[config.mk]
export PLATFORM = sky130hd
export DESIGN_NAME = bpte_lerp
export DESIGN_NICKNAME = d
export VERILOG_FILES = /design/src/rtl/core/bpte_pkg.sv /design/src/rtl/core/bpte_lerp.sv
export SDC_FILE = /design/constraint.sdc
export NUM_CORES = 2
export LEC_CHECK = 0
export ABC_AREA = 1
export BUFFER_PORTS_ARGS = -buffer_cell sky130_fd_sc_hd__buf_4
export CAP_MARGIN = 15
export CORE_MARGIN = 2
export CORE_UTILIZATION = 65
export CTS_CLUSTER_SIZE = 10
export DETAILED_ROUTE_END_ITERATION = 10
export PLACE_DENSITY = 0.83
export SLEW_MARGIN = 20
export SYNTH_ARGS = -nofsm -noshare
export SYNTH_HDL_FRONTEND = slang
export SYNTH_SLANG_ARGS = --single-unit
[constraint.sdc]
create_clock -name aclk -period 11.66 [get_ports aclk]
set_clock_uncertainty 0.05 [all_clocks]
set_input_delay 2.915 -clock aclk [delete_from_list [all_inputs] [get_ports aclk]]
set_output_delay 2.915 -clock aclk [all_outputs]
set_load 0.01 [all_outputs]
[src/rtl/core/bpte_pkg.sv]
// Shared types and constants for the Bezier point and tangent evaluator.
package bpte_pkg;

    // Field widths
    localparam int COORD_W    = 32;
    localparam int T_FRAC     = 16;
    localparam int T_W        = T_FRAC + 1;
    localparam int TAN_W      = COORD_W + 1;
    localparam int DIFF_W     = COORD_W + 1;
    localparam int PROD_W     = DIFF_W + T_W;
    localparam int ACT_W      = 2;

    // Stream widths, padded to whole bytes
    localparam int S_TDATA_W  = 280;
    localparam int M_TDATA_W  = 136;
    localparam int M_PAD_W    = M_TDATA_W - 2 * COORD_W - 2 * TAN_W;

    // Pipeline depth: three levels of three-stage interpolators
    localparam int LERP_STAGES = 3;
    localparam int NUM_STAGES  = 3 * LERP_STAGES;

    // Degree codes on the input
    localparam logic [ACT_W-1:0] ACT_LINE  = 2'd0;
    localparam logic [ACT_W-1:0] ACT_QUAD  = 2'd1;
    localparam logic [ACT_W-1:0] ACT_CUBIC = 2'd2;

    // 1.0 in Q1.16
    localparam logic [T_W-1:0] T_ONE = T_W'(1) << T_FRAC;

    typedef logic signed [COORD_W-1:0] coord_t;
    typedef logic signed [TAN_W-1:0]   tan_t;
    typedef logic        [T_W-1:0]     t_t;

    typedef enum logic [1:0] {
        DEG_LINE  = 2'd0,
        DEG_QUAD  = 2'd1,
        DEG_CUBIC = 2'd2
    } deg_t;

    // Side data that travels with each pipeline stage
    typedef struct packed {
        deg_t   deg;
        t_t     t;
        coord_t pt_x;
        coord_t pt_y;
        tan_t   tan_x;
        tan_t   tan_y;
    } side_t;

endpackage

[src/rtl/core/bpte_lerp.sv]
// Three-stage linear interpolator: y = a + floor((b - a) * t / 2^16).
module bpte_lerp (
    input  logic            aclk,
    input  logic            en,
    input  bpte_pkg::coord_t a,
    input  bpte_pkg::coord_t b,
    input  bpte_pkg::t_t     t,
    output bpte_pkg::coord_t y
);
    import bpte_pkg::*;

    logic signed [DIFF_W-1:0] diff_reg, diff_next;
    coord_t                   a1_reg, a2_reg;
    t_t                       t1_reg;
    logic signed [PROD_W-1:0] prod_reg, prod_next;
    coord_t                   y_reg, y_next;

    // Stage 1 difference, stage 2 product, stage 3 floor shift and add
    always_comb begin
        diff_next = DIFF_W'(b) - DIFF_W'(a);
        prod_next = PROD_W'(diff_reg) * PROD_W'($signed({1'b0, t1_reg}));
        // low word of the sum is exact: the result stays between a and b
        y_next    = a2_reg + coord_t'(prod_reg[T_FRAC +: COORD_W]);
    end

    always_ff @(posedge aclk) begin
        if (en) begin
            diff_reg <= diff_next;
            a1_reg   <= a;
            t1_reg   <= t;
            prod_reg <= prod_next;
            a2_reg   <= a1_reg;
            y_reg    <= y_next;
        end
    end

    assign y = y_reg;

endmodule
======== After elaboration in Yosys (flattened, before gate mapping) ========
Index checks and enable logic that the tools add are counted.
word-level totals
  register bits after elaboration ......... 194
  input port bits ......................... 83
  output and inout port bits .............. 32
  word-level logic and storage cells ...... 9
operators by class
  add/subtract/negate cells ............... 2
  multipliers ............................. 1
operators by type and width
  kind                                            count
  33-bit by 18-bit multiplier with 48-bit output  1
  32-bit by 32-bit subtractor with 33-bit output  1
  32-bit adder                                    1

======== Depth between registers and ports, before layout ========
  depth in word-level cells ............... 1
  depth in mapped cells ................... 29
  depth with buffers taken out ............ 27

======== Worst setup path after synthesis ========
OpenSTA, ideal clock, no wires.
  path type ............................... register to register
  start point ............................. register diff_reg[32]
  end point ............................... register prod_reg[47] (data pin)
  setup time .............................. 0.252 ns
  arrival ................................. 5.399 ns
  data required time ...................... 11.358 ns
  slack ................................... 5.959 ns
  stages on the path, launching flop included .. 25
  buffers on the path ..................... 2
  clock period less this slack ............ 5.701 ns
  path through ............................ edfxtp_1 -> clkbuf_1 -> clkbuf_1 -> nand2_1 -> fa_1 -> inv_1 -> fa_1 -> inv_1 -> fa_1 -> fa_1 -> fa_1 -> fa_1 -> inv_1 -> ha_1 -> nand2_1 -> nor2_1 -> nand2_1 -> inv_1 -> nand2_1 -> nor2_1 -> nand2_1 -> inv_1 -> nor2_1 -> nand2_1 -> nand2_1
on the way
  word-level cells in the longest chain between the ends .. 1
RTL lines
  element                                         line             text
  start: declaration                              bpte_lerp.sv:12  logic signed [DIFF_W-1:0] diff_reg, diff_next;
  start signal: assignment                        bpte_lerp.sv:28  diff_reg <= diff_next;
  33-bit by 18-bit multiplier with 48-bit output  bpte_lerp.sv:21  prod_next = PROD_W'(diff_reg) * PROD_W'($signed({1'b0, t1_reg}));
  via prod_next[47]                               bpte_lerp.sv:15  logic signed [PROD_W-1:0] prod_reg, prod_next;
  end signal: assignment                          bpte_lerp.sv:31  prod_reg <= prod_next;
  end: declaration                                bpte_lerp.sv:15
The timed path passes the listed nets, and every way through them passes these cells.
A chain may end at the register's enable or synchronous reset.

======== Final worst setup path ========
  start point ............................. register diff_reg[32]
  end point ............................... register prod_reg[43] (data pin)
Same word-level chain as after synthesis.

==> out/qor.yml <==
setup_path:
  rrSetupSlack_ps: 5070
  critPathMaxStageDelay_ps: 770
  r2r_cells: 20
  r2r-start: "diff_reg[32]"
  timing.critical_path.buf_inv: 5
  critPathArrivalTime_ps: 6780
  cp_cell_sequence: "nand2_1, fa_1, inv_1, fa_1, inv_1, fa_1, inv_1, fa_1, fa_1, inv_1, fa_1, inv_1, ha_1, nand2_1, nor2_1, nand2_1, nor2_1, nand3_1, nand4_1, nand2_1"
  startpoint_type: "flip-flop"
  critPathMaxFanout: 16
  r2r-end: "prod_reg[43]"
  cp_common_cell: "fa_1"
  critPathCaptureType: "flip-flop"
  startpoint: "diff_reg[32]"
  crit_type: "reg -> reg"
  cp_data_required_time_ps: 11850
  crit_family: "adder cells"
  cp_slowest_cell: "edfxtp_1"
clocking:
  clkLatencyLatePin_ps: 490
  cts_made_buffers: 17
  cts_root_buf: "clkbuf_16"
  cts_hold_buf: 0
  clock_sinks: 178
  cts_resized: 0
  cts_max_path_buffers: 2
  htree_levels: 4
  postCtsSetupBuffers: 0
  cts_tree: "built"
  path_clk_slew_ps: 80
hold_path:
  hp-class: "reg -> reg"
  worstHoldStart: "a1_reg[24]"
  hold_end: "a2_reg[24]"
  min_path_cells: 0
final_layout:
  fin_nets: 4597
  stdcell_count: 4438
  utilization_pct: 70.1
  drive_above_1_share_pct: 5.50
  area_growth_pct: 6.25
  largest_reg_flops: 33
placed_design:
  gp_congestion: 1.01
  placed_cells: 4406
  portBuffers: 114
  place_ws_ps: 5190
  place_hpwl_um: 66000
grt:
  grt_use_total_pct: 36.0
  grt_pass1_wl_um: 130000
  antenna_found_initial: 1
  grt_max_degree: 76
  grt_pass1_vias: 24974
  grt_overflow_total: 0
sta:
  fin_crit_sh_pct: 56.5
  setup_violations: 0
  fmax_ghz: 0.152
  final_hold_viol_count: 0
  final-max-slew-violation-count: 0
  maxSlewHeadroom_pct: 33.1
  period_needed_ps: 6590
  rsz0062_at_grt: "false"
  setup_ws_ps: 5070
  tightest_slew_ps: 1000
  setup-tns-final_ps: 0
drt:
  drt_iter0_drc: 2059
  wl_per_cell_um: 18.4
  final_antenna_net_count: 0
  vias: 24057
  post-route-drc-count: 0
  via_per_inst: 5.42
  firstDrtPassIters: 6
  wl_um: 81600
yosys:
  synth_common_cells: "inv_1, nand2_1, fa_1"
  ys.warnings.count: 0
  synth-edff-count: 178
  yosysTopAreaCellShare_pct: 34.4
  post-synth-top-area-cell: "fa_1"
  synth_flop_cell: "edfxtp_1"
  syn-instance-count: 3801
  synth-seq-cells: 178
  syn_area_um2: 30000
  yosysSeqAreaShare_pct: 17.8
  yosysMostFrequentCell: "inv_1"
  synth.distinct_cells: 42
  synth_nets: 4573
  syn_avg_cell_area_um2: 7.89
  ys_top_cells_by_area: "fa_1, edfxtp_1, inv_1"
  synthArstFlopShare_pct: 0
status:
  status: "finished, final reports clean"
die:
  core_um2: 45500
  io_pins: 115
  die_y_um: 219
  die-area_um2: 47900
  num_rows: 78
  fp.dieW_um: 219
  start_util_pct: 65.9
run:
  max_cap_violations: 0
## layer usage
| metal | track usage (%) | share of wire [%] | wire (µm) |
|---|---|---|---|
| met4 | 18.6 | 5.6 | 4540 |
| met3 | 6.31 | 9.4 | 7630 |
| met5 | 0 | 0 | 0 |
| met2 | 58.7 | 47 | 38500 |
| met1 | 46.6 | 38 | 30900 |
## how the worst max path moves through the flow
| stage | to | depth (start not counted) |
|---|---|---|
| finish | prod_reg[43] | 20 |
| global route | prod_reg[43] | 20 |
| CTS | prod_reg[43] | 20 |
| detailed placement | prod_reg[43] | 20 |
| global placement | prod_reg[43] | 20 |
| floorplan | prod_reg[47] | 24 |
## cells by family after synthesis
family                   synth area share, %
AO/OA/AOI/OAI                           4.51
XOR/XNOR                                1.99
adder cells (fa/ha/maj)                 41.7
buffers and inverters                   16.0
flip-flops                              17.8
AND/OR/NAND/NOR                         18.0
## worst reg2reg max path: stages (launching register included)
cell and delay [ps]:
edfxtp_1 770, nand2_1 220, fa_1 620, inv_1 150, fa_1 720, inv_1 160, fa_1 420, inv_1 90
fa_1 410, fa_1 540, inv_1 50, fa_1 470, inv_1 40, ha_1 420, nand2_1 140, nor2_1 240
nand2_1 130, nor2_1 240, nand3_1 240, nand4_1 160, nand2_1 60
## cells in the final DEF (no fill, tap or decap), drive strengths merged
cell	instances
o21bai	18
a21boi	10
nand4	18
o311ai	1
nand2b	2
o21ai	65
xor2	53
a31oi	3
buf	136
nand3	93
ha	173
nor3b	1
or2	2
a21o	15
clkinvlp	1
clkbuf	17
nor4	3
inv	1152
clkinv	5
diode	1
nor2	156
o211ai	4
edfxtp	178
nand3b	8
fa	516
bufinv	1
nor3	12
xnor2	15
o31a	1
a21oi	119
and3	4
o21a	2
nand2	1053
## final cells by class
cell class | instances | area (µm²)
clock buffer | 17 | 425
fill | 3716 | 13600
inverter | 1145 | 4300
timing repair buffer | 136 | 1020
tap | 600 | 751
multi-input combinational | 2347 | 19900
clock inverter | 14 | 165
antenna | 1 | 2.50
sequential | 178 | 5350
## through the flow
stage          hold slack (ps)  area [µm²]
3_3_place_gp               351       31300
3_5_place_dp               355       31300
2_1_floorplan              350       30000
6_report                   372       31900
5_1_grt                    381       31900
4_1_cts                    372       31900
Power is left out: the tool's default activity adds up to more than one toggle a clock period on the data nets, which glitch-free logic cannot reach.
